==> src/rtl/core/iat_pkg.sv <==
// Incremental angle tracker: shared widths, register indexes and the CORDIC
// arctangent table. No dependencies.
package iat_pkg;

   localparam int RAW_W       = 16;
   localparam int CSR_W       = 16;
   localparam int CSR_IDX_W   = 3;
   localparam int CAL_W       = 20;
   localparam int PROD_W      = 41;
   localparam int MUL_A_W     = 42;
   localparam int MUL_B_W     = 20;
   localparam int MUL_P_W     = MUL_A_W + MUL_B_W;
   localparam int MUL_CNT_W   = $clog2(MUL_B_W);
   localparam int CORD_W      = 44;
   localparam int Z_W         = 26;
   localparam int ANGLE_W     = 40;
   localparam int CORDIC_STEPS = 16;
   localparam int CORD_I_W    = $clog2(CORDIC_STEPS);
   localparam logic signed [Z_W-1:0] DEG90 = Z_W'(5898240);

   localparam logic [CSR_IDX_W-1:0] REG_X_OFFSET   = 3'd0;
   localparam logic [CSR_IDX_W-1:0] REG_Y_OFFSET   = 3'd1;
   localparam logic [CSR_IDX_W-1:0] REG_X_SCALE    = 3'd2;
   localparam logic [CSR_IDX_W-1:0] REG_Y_SCALE    = 3'd3;
   localparam logic [CSR_IDX_W-1:0] REG_ANGLE_GAIN = 3'd4;

   // round(atan(2^-i) * 65536) in degrees
   function automatic logic signed [Z_W-1:0] atan_deg(input logic [4:0] idx);
      logic signed [Z_W-1:0] v;
      case (idx)
         5'd0:  v = Z_W'(2949120);
         5'd1:  v = Z_W'(1740967);
         5'd2:  v = Z_W'(919879);
         5'd3:  v = Z_W'(466945);
         5'd4:  v = Z_W'(234379);
         5'd5:  v = Z_W'(117304);
         5'd6:  v = Z_W'(58666);
         5'd7:  v = Z_W'(29335);
         5'd8:  v = Z_W'(14668);
         5'd9:  v = Z_W'(7334);
         5'd10: v = Z_W'(3667);
         5'd11: v = Z_W'(1833);
         5'd12: v = Z_W'(917);
         5'd13: v = Z_W'(458);
         5'd14: v = Z_W'(229);
         5'd15: v = Z_W'(115);
         5'd16: v = Z_W'(57);
         5'd17: v = Z_W'(29);
         5'd18: v = Z_W'(14);
         5'd19: v = Z_W'(7);
         5'd20: v = Z_W'(4);
         5'd21: v = Z_W'(2);
         5'd22: v = Z_W'(1);
         default: v = '0;
      endcase
      return v;
   endfunction

endpackage

==> src/rtl/core/iat_mul.sv <==
// Bit-serial signed multiplier: one multiplier bit per cycle, over all MUL_B_W bits of b.
// Depends on iat_pkg.
module iat_mul import iat_pkg::*; (
   input  logic                      clock,
   input  logic                      reset,
   input  logic                      start,
   input  logic signed [MUL_A_W-1:0] a,
   input  logic signed [MUL_B_W-1:0] b,
   output logic                      done,
   output logic signed [MUL_P_W-1:0] product
);

   logic                      busy_ff;
   logic                      done_ff;
   logic [MUL_CNT_W-1:0]      cnt_ff;
   logic signed [MUL_P_W-1:0] acc_ff;
   logic signed [MUL_P_W-1:0] a_ff;
   logic [MUL_B_W-1:0]        b_ff;
   logic                      last;

   assign last    = (cnt_ff == MUL_CNT_W'(MUL_B_W - 1));
   assign done    = done_ff;
   assign product = acc_ff;

   always_ff @(posedge clock) begin
      if (reset) begin
         busy_ff <= 1'b0;
         done_ff <= 1'b0;
         cnt_ff  <= '0;
      end else begin
         done_ff <= 1'b0;
         if (start) begin
            busy_ff <= 1'b1;
            cnt_ff  <= '0;
            acc_ff  <= '0;
            a_ff    <= {{(MUL_P_W-MUL_A_W){a[MUL_A_W-1]}}, a};
            b_ff    <= b;
         end else if (busy_ff) begin
            // sign bit of b carries negative weight
            if (b_ff[0]) begin
               if (last) begin
                  acc_ff <= acc_ff - a_ff;
               end else begin
                  acc_ff <= acc_ff + a_ff;
               end
            end
            a_ff   <= a_ff <<< 1;
            b_ff   <= b_ff >> 1;
            cnt_ff <= cnt_ff + 1'b1;
            if (last) begin
               busy_ff <= 1'b0;
               done_ff <= 1'b1;
            end
         end
      end
   end

endmodule

==> src/rtl/core/iat_cordic.sv <==
// Iterative vectoring CORDIC: atan2(y, x) in degrees signed Q10.16, one step per cycle.
// Depends on iat_pkg.
module iat_cordic import iat_pkg::*; (
   input  logic                     clock,
   input  logic                     reset,
   input  logic                     start,
   input  logic signed [PROD_W-1:0] x_in,
   input  logic signed [PROD_W-1:0] y_in,
   output logic                     done,
   output logic signed [Z_W-1:0]    z
);

   logic                     busy_ff;
   logic                     done_ff;
   logic [CORD_I_W-1:0]      i_ff;
   logic signed [CORD_W-1:0] x_ff;
   logic signed [CORD_W-1:0] y_ff;
   logic signed [Z_W-1:0]    z_ff;
   logic signed [CORD_W-1:0] xe;
   logic signed [CORD_W-1:0] ye;
   logic signed [CORD_W-1:0] xs;
   logic signed [CORD_W-1:0] ys;
   logic signed [Z_W-1:0]    step;
   logic                     last;

   assign xe   = {{(CORD_W-PROD_W){x_in[PROD_W-1]}}, x_in};
   assign ye   = {{(CORD_W-PROD_W){y_in[PROD_W-1]}}, y_in};
   assign xs   = x_ff >>> i_ff;
   assign ys   = y_ff >>> i_ff;
   assign step = atan_deg(5'(i_ff));
   assign last = (i_ff == CORD_I_W'(CORDIC_STEPS - 1));
   assign done = done_ff;
   assign z    = z_ff;

   always_ff @(posedge clock) begin
      if (reset) begin
         busy_ff <= 1'b0;
         done_ff <= 1'b0;
         i_ff    <= '0;
      end else begin
         done_ff <= 1'b0;
         if (start) begin
            i_ff <= '0;
            z_ff <= '0;
            if (x_in == '0 && y_in == '0) begin
               done_ff <= 1'b1;
            end else begin
               busy_ff <= 1'b1;
               if (x_in[PROD_W-1] && !y_in[PROD_W-1]) begin
                  x_ff <= ye;
                  y_ff <= -xe;
                  z_ff <= DEG90;
               end else if (x_in[PROD_W-1]) begin
                  x_ff <= -ye;
                  y_ff <= xe;
                  z_ff <= -DEG90;
               end else begin
                  x_ff <= xe;
                  y_ff <= ye;
               end
            end
         end else if (busy_ff) begin
            if (!y_ff[CORD_W-1]) begin
               x_ff <= x_ff + ys;
               y_ff <= y_ff - xs;
               z_ff <= z_ff + step;
            end else begin
               x_ff <= x_ff - ys;
               y_ff <= y_ff + xs;
               z_ff <= z_ff - step;
            end
            i_ff <= i_ff + 1'b1;
            if (last) begin
               busy_ff <= 1'b0;
               done_ff <= 1'b1;
            end
         end
      end
   end

endmodule

==> src/rtl/core/incremental_angle_tracker.sv <==
// Incremental angle tracker top level: calibration, cross/dot, CORDIC, gain and
// saturating accumulator. Depends on iat_pkg, iat_mul and iat_cordic.
//
//   channel | ports                              | direction
//   req     | req_valid/ready, raw_x, raw_y      | in
//   rsp     | rsp_valid/ready, angle, seeded_only| out
//   csr     | csr_we, csr_index, csr_wdata       | in
//
// Each serial multiply runs to its done pulse before the state machine moves on.
// First item after reset: 2 multiplies, then the seeded result is registered.
// Later items: 7 multiplies plus one CORDIC run; the CORDIC skips its
// iterations when cross and dot are both zero.
// One item at a time; the next is taken once the result sits in the output
// register, which holds while rsp_ready is low.
// Reset is synchronous and restores registers, accumulator and seed flag.
module incremental_angle_tracker import iat_pkg::*; (
   input  logic                       clock,
   input  logic                       reset,
   input  logic                       req_valid,
   output logic                       req_ready,
   input  logic signed [RAW_W-1:0]    req_raw_x,
   input  logic signed [RAW_W-1:0]    req_raw_y,
   output logic                       rsp_valid,
   input  logic                       rsp_ready,
   output logic signed [ANGLE_W-1:0]  rsp_angle,
   output logic                       rsp_seeded_only,
   input  logic                       csr_we,
   input  logic [CSR_IDX_W-1:0]       csr_index,
   input  logic [CSR_W-1:0]           csr_wdata
);

   typedef enum logic [3:0] {
      S_IDLE, S_CALX, S_CALY, S_P1, S_P2, S_P3, S_P4, S_CORD, S_GAIN, S_FIN
   } state_type;

   state_type                 state_ff;
   logic [CSR_W-1:0]          x_off_ff, y_off_ff, x_scale_ff, y_scale_ff, gain_ff;
   logic signed [RAW_W-1:0]   raw_y_ff;
   logic signed [CAL_W-1:0]   calx_ff, caly_ff, prevx_ff, prevy_ff;
   logic signed [PROD_W-1:0]  cross_ff, dot_ff;
   logic signed [ANGLE_W-1:0] sum_ff;
   logic                      first_ff;
   logic                      seed_ff;
   logic                      mul_start_ff;
   logic signed [MUL_A_W-1:0] mul_a_ff;
   logic signed [MUL_B_W-1:0] mul_b_ff;
   logic                      cord_start_ff;
   logic signed [PROD_W-1:0]  cord_x_ff, cord_y_ff;
   logic                      rsp_valid_ff;
   logic signed [ANGLE_W-1:0] rsp_angle_ff;
   logic                      rsp_seeded_ff;

   logic                      mul_done;
   logic signed [MUL_P_W-1:0] mul_p;
   logic                      cord_done;
   logic signed [Z_W-1:0]     cord_z;
   logic signed [MUL_P_W-1:0] rnd14, rnd15;
   logic signed [CAL_W-1:0]   cal_now;
   logic signed [PROD_W-1:0]  p_now;
   logic signed [ANGLE_W:0]   sum_in;
   logic signed [ANGLE_W-1:0] sat_in;
   logic signed [MUL_A_W-1:0] off_sum_y;

   iat_mul u_mul (
      .clock   (clock),
      .reset   (reset),
      .start   (mul_start_ff),
      .a       (mul_a_ff),
      .b       (mul_b_ff),
      .done    (mul_done),
      .product (mul_p)
   );

   iat_cordic u_cordic (
      .clock (clock),
      .reset (reset),
      .start (cord_start_ff),
      .x_in  (cord_x_ff),
      .y_in  (cord_y_ff),
      .done  (cord_done),
      .z     (cord_z)
   );

   assign rnd14   = mul_p + MUL_P_W'(8192);
   assign rnd15   = mul_p + MUL_P_W'(16384);
   assign cal_now = rnd14[CAL_W+13:14];
   assign p_now   = mul_p[PROD_W-1:0];
   assign sum_in  = {sum_ff[ANGLE_W-1], sum_ff}
                  + {{(ANGLE_W+1-28){rnd15[42]}}, rnd15[42:15]};
   assign sat_in  = (sum_in[ANGLE_W] == sum_in[ANGLE_W-1]) ? sum_in[ANGLE_W-1:0] :
                    (sum_in[ANGLE_W] ? {1'b1, {(ANGLE_W-1){1'b0}}}
                                     : {1'b0, {(ANGLE_W-1){1'b1}}});
   assign off_sum_y = MUL_A_W'(raw_y_ff) + MUL_A_W'($signed(y_off_ff));

   assign req_ready       = (state_ff == S_IDLE);
   assign rsp_valid       = rsp_valid_ff;
   assign rsp_angle       = rsp_angle_ff;
   assign rsp_seeded_only = rsp_seeded_ff;

   always_ff @(posedge clock) begin
      if (reset) begin
         x_off_ff   <= '0;
         y_off_ff   <= '0;
         x_scale_ff <= CSR_W'(16384);
         y_scale_ff <= CSR_W'(16384);
         gain_ff    <= CSR_W'(32768);
      end else if (csr_we) begin
         case (csr_index)
            REG_X_OFFSET:   x_off_ff   <= csr_wdata;
            REG_Y_OFFSET:   y_off_ff   <= csr_wdata;
            REG_X_SCALE:    x_scale_ff <= csr_wdata;
            REG_Y_SCALE:    y_scale_ff <= csr_wdata;
            REG_ANGLE_GAIN: gain_ff    <= csr_wdata;
            default: ;
         endcase
      end
   end

   always_ff @(posedge clock) begin
      if (reset) begin
         state_ff      <= S_IDLE;
         first_ff      <= 1'b1;
         prevx_ff      <= '0;
         prevy_ff      <= '0;
         sum_ff        <= '0;
         mul_start_ff  <= 1'b0;
         cord_start_ff <= 1'b0;
         rsp_valid_ff  <= 1'b0;
      end else begin
         mul_start_ff  <= 1'b0;
         cord_start_ff <= 1'b0;
         if (rsp_valid_ff && rsp_ready && state_ff != S_FIN) begin
            rsp_valid_ff <= 1'b0;
         end
         case (state_ff)
            S_IDLE: begin
               if (req_valid) begin
                  raw_y_ff     <= req_raw_y;
                  mul_a_ff     <= MUL_A_W'(req_raw_x) + MUL_A_W'($signed(x_off_ff));
                  mul_b_ff     <= MUL_B_W'(x_scale_ff);
                  mul_start_ff <= 1'b1;
                  state_ff     <= S_CALX;
               end
            end
            S_CALX: begin
               if (mul_done) begin
                  calx_ff      <= cal_now;
                  mul_a_ff     <= off_sum_y;
                  mul_b_ff     <= MUL_B_W'(y_scale_ff);
                  mul_start_ff <= 1'b1;
                  state_ff     <= S_CALY;
               end
            end
            S_CALY: begin
               if (mul_done) begin
                  caly_ff <= cal_now;
                  if (first_ff) begin
                     first_ff <= 1'b0;
                     prevx_ff <= calx_ff;
                     prevy_ff <= cal_now;
                     seed_ff  <= 1'b1;
                     state_ff <= S_FIN;
                  end else begin
                     mul_a_ff     <= MUL_A_W'(prevx_ff);
                     mul_b_ff     <= cal_now;
                     mul_start_ff <= 1'b1;
                     state_ff     <= S_P1;
                  end
               end
            end
            S_P1: begin
               if (mul_done) begin
                  cross_ff     <= p_now;
                  mul_a_ff     <= MUL_A_W'(prevy_ff);
                  mul_b_ff     <= calx_ff;
                  mul_start_ff <= 1'b1;
                  state_ff     <= S_P2;
               end
            end
            S_P2: begin
               if (mul_done) begin
                  cross_ff     <= cross_ff - p_now;
                  mul_a_ff     <= MUL_A_W'(prevx_ff);
                  mul_b_ff     <= calx_ff;
                  mul_start_ff <= 1'b1;
                  state_ff     <= S_P3;
               end
            end
            S_P3: begin
               if (mul_done) begin
                  dot_ff       <= p_now;
                  mul_a_ff     <= MUL_A_W'(prevy_ff);
                  mul_b_ff     <= caly_ff;
                  mul_start_ff <= 1'b1;
                  state_ff     <= S_P4;
               end
            end
            S_P4: begin
               if (mul_done) begin
                  cord_x_ff     <= dot_ff + p_now;
                  cord_y_ff     <= cross_ff;
                  cord_start_ff <= 1'b1;
                  state_ff      <= S_CORD;
               end
            end
            S_CORD: begin
               if (cord_done) begin
                  mul_a_ff     <= MUL_A_W'(cord_z);
                  mul_b_ff     <= MUL_B_W'(gain_ff);
                  mul_start_ff <= 1'b1;
                  state_ff     <= S_GAIN;
               end
            end
            S_GAIN: begin
               if (mul_done) begin
                  sum_ff   <= sat_in;
                  prevx_ff <= calx_ff;
                  prevy_ff <= caly_ff;
                  seed_ff  <= 1'b0;
                  state_ff <= S_FIN;
               end
            end
            S_FIN: begin
               if (!rsp_valid_ff || rsp_ready) begin
                  rsp_valid_ff  <= 1'b1;
                  rsp_angle_ff  <= seed_ff ? '0 : sum_ff;
                  rsp_seeded_ff <= seed_ff;
                  state_ff      <= S_IDLE;
               end
            end
            default: state_ff <= S_IDLE;
         endcase
      end
   end

endmodule

==> config.mk <==
export PLATFORM = sky130hd
export DESIGN_NAME = incremental_angle_tracker
export DESIGN_NICKNAME = d
export VERILOG_FILES = /design/src/rtl/core/iat_pkg.sv /design/src/rtl/core/iat_mul.sv /design/src/rtl/core/iat_cordic.sv /design/src/rtl/core/incremental_angle_tracker.sv
export SDC_FILE = /design/constraint.sdc
export NUM_CORES = 2
export LEC_CHECK = 0
export BUFFER_PORTS_ARGS = -buffer_cell sky130_fd_sc_hd__buf_2
export CAP_MARGIN = 40
export CORE_MARGIN = 5
export CORE_UTILIZATION = 53
export CTS_CLUSTER_DIAMETER = 40
export DETAILED_ROUTE_END_ITERATION = 10
export PLACE_DENSITY = 0.79
export SETUP_SLACK_MARGIN = 0.1
export SKIP_LAST_GASP = 1
export SLEW_MARGIN = 20
export SYNTH_ARGS = -nofsm -noshare
export SYNTH_HDL_FRONTEND = slang
export SYNTH_HIERARCHICAL = 1
export SYNTH_SLANG_ARGS = --single-unit
==> constraint.sdc <==
create_clock -name clock -period 11.55 [get_ports clock]
set_input_delay 0.5775 -clock clock [delete_from_list [all_inputs] [get_ports clock]]
set_output_delay 0.5775 -clock clock [all_outputs]
set_load 0.05 [all_outputs]
After elaboration in Yosys (flattened, before gate mapping):

Memory sizes are Yosys's and may differ from the RTL's. A register that Yosys moved wholly into a read port is not among the register bits.
Cells that the tools add are included.

* $add $sub $neg: 19
* equality and inequality tests: 32
* reductions and logical operators: 48
* bitwise operators: 3
* multiplexer cells: 91
* shifts and indexed selects: 2

Operators by type and width (count)
* two-way mux 44 bit: 12
* two-way mux 62 bit: 5
* two-way mux 42 bit: 7
* two-way mux 20 bit: 13
* case mux 42 bit (6 select lines): 1
* two-way mux 26 bit: 6
* case mux 20 bit (6 select lines): 1
* adder 44 bit: 2
* negator 41 -> 44 bit: 2
* >>> shifter 44 x 4 -> 44 bit: 2
* subtractor 44 bit: 2
* zero test 41 bit: 2
* two-way mux 41 bit: 2
* case mux 41 bit (2 select lines): 1
* two-way mux 40 bit: 2
* case mux 20 bit (2 select lines): 2
* adder 62 bit: 1
* subtractor 62 bit: 1
* two-way mux 4 bit: 13
* adder 43 x 16 -> 43 bit (second input constant): 1
* adder 40 x 28 -> 41 bit: 1
* adder 41 bit: 1
* subtractor 41 bit: 1
* case mux 4 bit (10 select lines): 1
* 38 further kinds: 113

* memories: 1
* output and inout bits: 43
* word-level logic and storage cells: 233
* bits in registers: 763
* bits in read-only memories: 352

Memories
* (no name shown): words 16, bits a word 22, rd ports 1, clocked after memory_dff 1, write ports 0, line iat_pkg.sv:30 `case (idx)`

Longest topological paths before layout:

* depth after elaboration: 5
* gate-level depth with buffers: 31

Modules after synthesis:

The synthesis kept the hierarchy.

By module, submodules not included
* incremental_angle_tracker: sequential area each 12612.1 um2, cells an instance 2646, area each 26025.0 um2, instances 1
* iat_cordic: sequential area each 3983.8 um2, cells an instance 2614, area each 21061.4 um2, instances 1
* iat_mul: sequential area each 4464.3 um2, cells an instance 1086, area each 10671.5 um2, instances 1

Worst setup path after synthesis:

OpenSTA, ideal clock, no wires.

* kind: input port to flip-flop
* start point: in reset
* end point: reg cord_x_ff[0] (enable)
* cell stages on the path: 3
* slack: 2.114 ns
* buffers on the path: 1
* setup time: 0.724 ns
* arrival: 8.712 ns
* path through: clkbuf_1 -> nand2b_1 -> nor4_1

* cells in the longest elaborated chain, start to end: 2

RTL lines
* from (decl): line incremental_angle_tracker.sv:18 `input logic reset,`
* inverter 1 bit (no line)
* AND reduction 3 bit (no line)
* to (signal assigned): line incremental_angle_tracker.sv:200 `cord_x_ff <= dot_ff + p_now;`
* to (decl): line incremental_angle_tracker.sv:48 `logic signed [PROD_W-1:0] cord_x_ff, cord_y_ff;`

No other way between the ends.
A chain may end at the register's enable or synchronous reset.

Worst setup path in the final report:

* start point: reg u_cordic.i_ff[1]
* end point: reg u_cordic.x_ff[43], data pin

* cells in the longest elaborated chain, start to end: 5
* elaborated cells on any way between the ends: 6
* those cells by class: 2 x add/sub; 1 x shift; 3 x mux

RTL lines
* from (decl): line iat_cordic.sv:15 `logic [CORD_I_W-1:0] i_ff;`
* from (signal assigned): line iat_cordic.sv:72 `i_ff <= i_ff + 1'b1;`
* >>> shifter 44 x 4 -> 44 bit *: line iat_cordic.sv:29 `assign ys = y_ff >>> i_ff;`
* adder 44 bit or subtractor 44 bit (tied branches): line iat_cordic.sv:64, iat_cordic.sv:68
* two-way mux 44 bit *: line iat_cordic.sv:63 `if (!y_ff[CORD_W-1]) begin`
* two-way mux 44 bit *: line iat_cordic.sv:62 `end else if (busy_ff) begin`
* two-way mux 44 bit *: line iat_cordic.sv:42 `if (start) begin`
* to (signal assigned): line iat_cordic.sv:50 `x_ff <= ye;`
* to (signal assigned): line iat_cordic.sv:64 `x_ff <= x_ff + ys;`
* to (signal assigned): line iat_cordic.sv:68 `x_ff <= x_ff - ys;`
* to (decl): line iat_cordic.sv:16 `logic signed [CORD_W-1:0] x_ff;`

Mark *: on every way between the ends. The rest lies on a longest branch, timed or not. The select of a mux whose other input is x is not followed.

==> impl_metrics.tcl <==
set metrics [dict create \
    outcome "complete, no violations" \
    cp_top_family "compound AO/OA/AOI/OAI gates" \
    yosys_warnings 6 \
    rrSetupSlack_ns 4.09 \
    rr_worst_depth 21 \
    cts_resized 0 \
    place_congestion 0.9769 \
    cp.arrival_ns 7.87 \
    vias 47120 \
    power_w 0.009129 \
    drt-total-wl_um 160400 \
    fin_skew_ns 0.05297 \
    final.min_clock_period_ns 7.459 \
    cts.sinks 731 \
    cts_setup_buffers 0 \
    worstSetupStartpointType "register" \
    p_leak_nw 22.43 \
    syn_avg_cell_area_um2 9.107 \
    clk_pin_slew_ns 0.06 \
    setup_tns_ns 0 \
    drt_iter0_drc 5563 \
    cts_htree_levels 3 \
    die_w_um 331.3 \
    crit_start "u_cordic/i_ff[1]" \
    irDropWorstVdd_mv 0.2948 \
    synthesis.nets 6404 \
    hold_depth 1 \
    antenna_found_initial 5 \
    hold_path_class "in2reg" \
    layout.cells.most_common "nand2_1" \
    path_buf_inv 2 \
    cpMaxStageDelayCell "dfxtp_4" \
    cts_tree "yes" \
    finalHoldViolCount 0 \
    most-common-layout-cells "760 x nand2_1, 528 x edfxtp_1, 524 x a21oi_1" \
    cp_max_fo 41 \
    slew_headroom 0.3718 \
    cpMostUsedCell "o21ai_0" \
    fmaxAchievable_mhz 134.1 \
    grt-ovfl-total 0 \
    ant_nets 0 \
    nets 6368 \
    grt_pass1_vias 44250 \
    viasPerCell 6.342 \
    io_buffers 98 \
    synthCells 6006 \
    power-per-cell-area_nw_per_um2 152.0 \
    hold_buffers 0 \
    netlist_area_um2 54700 \
    slew_violations 0 \
    drc 0 \
    wl_per_cell_um 21.59 \
    clock_path_buffers 3 \
    dieArea_um2 109700 \
    setup_viol 0 \
    ios 99 \
    die_h_um 331.3 \
    num_rows 117 \
    r2r_start "u_cordic/i_ff[1]" \
    final_layout_size_suffix_gt1_frac 0.1056 \
    finalCritPeriodShare 0.6458 \
    drv_cap 0 \
    firstDrtPassIters 8 \
    hpwl_um 120200 \
    worstSetupEndpoint "u_cordic/x_ff[43]" \
    cpPeakStageDelay_ns 0.72 \
    grt_max_degree 98 \
    worst_pin_slew_ns 0.9424 \
    cts_root_buffer "clkbuf_16" \
    core_area_um2 102200 \
    rr_endpoint "u_cordic/x_ff[43]" \
    cp-end-kind "register" \
    initial_core_util 0.5353 \
    grt_pass1_wl_um 248600 \
    clk_latency_ns 0.70 \
    criticalPathCategory "reg2reg" \
    track_usage 0.2763 \
    worst_ep_required_time_ns 11.96 \
    cp.depth 21 \
    crit_chain "buf_4, buf_4, mux4_2, mux2_2, mux2i_1, o211ai_1, or4_4, nor3_4, nor2_1, xor2_1, ha_1, nand3_1, nor2_1, nand3b_1, a31oi_1, o21ai_0, o41ai_1, o21ai_0, nor3_1, o21ai_0, nor3b_2" \
    numCtsBuffers 105 \
    rsz0062_at_grt "false" \
    syn_to_final_growth_pct 9.832 \
]
## routing by layer
metal,global-route usage,routed length [um]
met5,0,7
met4,0.08709,4818
met3,0.04773,14850
met2,0.4365,72070
met1,0.3896,68680
## worst reg2reg max path: cells and delay by family, from the launching register on
kind            cells  cell delay, ns
fa+ha+maj           1            0.38
mux                 3            1.19
xor+xnor            1            0.17
compound gates      6            1.79
simple gates        8            1.75
buf+inv             2            1.20
flops               1            0.72
## state kept, by name, indices dropped and copies added, names as in the netlist, 20 cells and up
name and flops:
cord_y_ff 41, cord_x_ff 41, rsp_angle 40, cross_ff 41, u_cordic/y_ff 44, u_mul/a_ff 43
u_mul/b_ff 20, u_cordic/x_ff 44, u_cordic/step 22, mul_b_ff 20, prevy_ff 20, u_mul/product 43
dot_ff 41, sum_ff 40, prevx_ff 20, calx_ff 20, u_cordic/z 26, mul_a_ff 26
caly_ff 20
## worst min path at each step
stage                  startpoint            end  slack, ns
global route        req_raw_y[13]   raw_y_ff[13]       0.02
CTS                  req_raw_y[9]    raw_y_ff[9]       0.01
finish              req_raw_y[10]   raw_y_ff[10]       0.04
detailed placement  y_scale_ff[6]  y_scale_ff[6]       0.45
global placement      prevy_ff[2]    prevy_ff[2]       0.44
floorplan             cross_ff[0]   cord_y_ff[0]       0.43
## per-stage QoR
| stage | cells | util | setup slack, ns | hold slack (ns) | area [um2] |
|---|---|---|---|---|---|
| floorplan | 6006 | - | 2.114 | 0.4264 | 54700 |
| global placement | 7209 | 0.5487 | 4.182 | 0.4396 | 56070 |
| detailed placement | 7224 | 0.5507 | 4.124 | 0.4465 | 56270 |
| CTS | 7422 | 0.5865 | 4.088 | 0.01193 | 59930 |
| global route | 7429 | 0.5879 | 3.578 | 0.02297 | 60070 |
| finish | 7430 | 0.5879 | 4.091 | 0.03881 | 60080 |
## power by group
group / total [W] / leakage, nW / switching, W / internal [W]
Clock: 0.00327 / 1.77 / 0.00137 / 0.00191
Combinational: 0.00246 / 14.2 / 0.00151 / 0.000949
Sequential: 0.00340 / 6.47 / 0.000227 / 0.00317
Total: 0.00913 / 22.4 / 0.00310 / 0.00603
## layout make-up
type	count	area, um2
fillers	8741	42110
multi-input cells	4775	32850
flip-flops and latches	731	19940
clock buffers	121	2769
well taps	1368	1712
repair buffers	166	1195
clock inverters	77	885.9
inverters	191	716.9
diodes	1	2.502
Note: power is estimated with default switching activity, not from simulation.
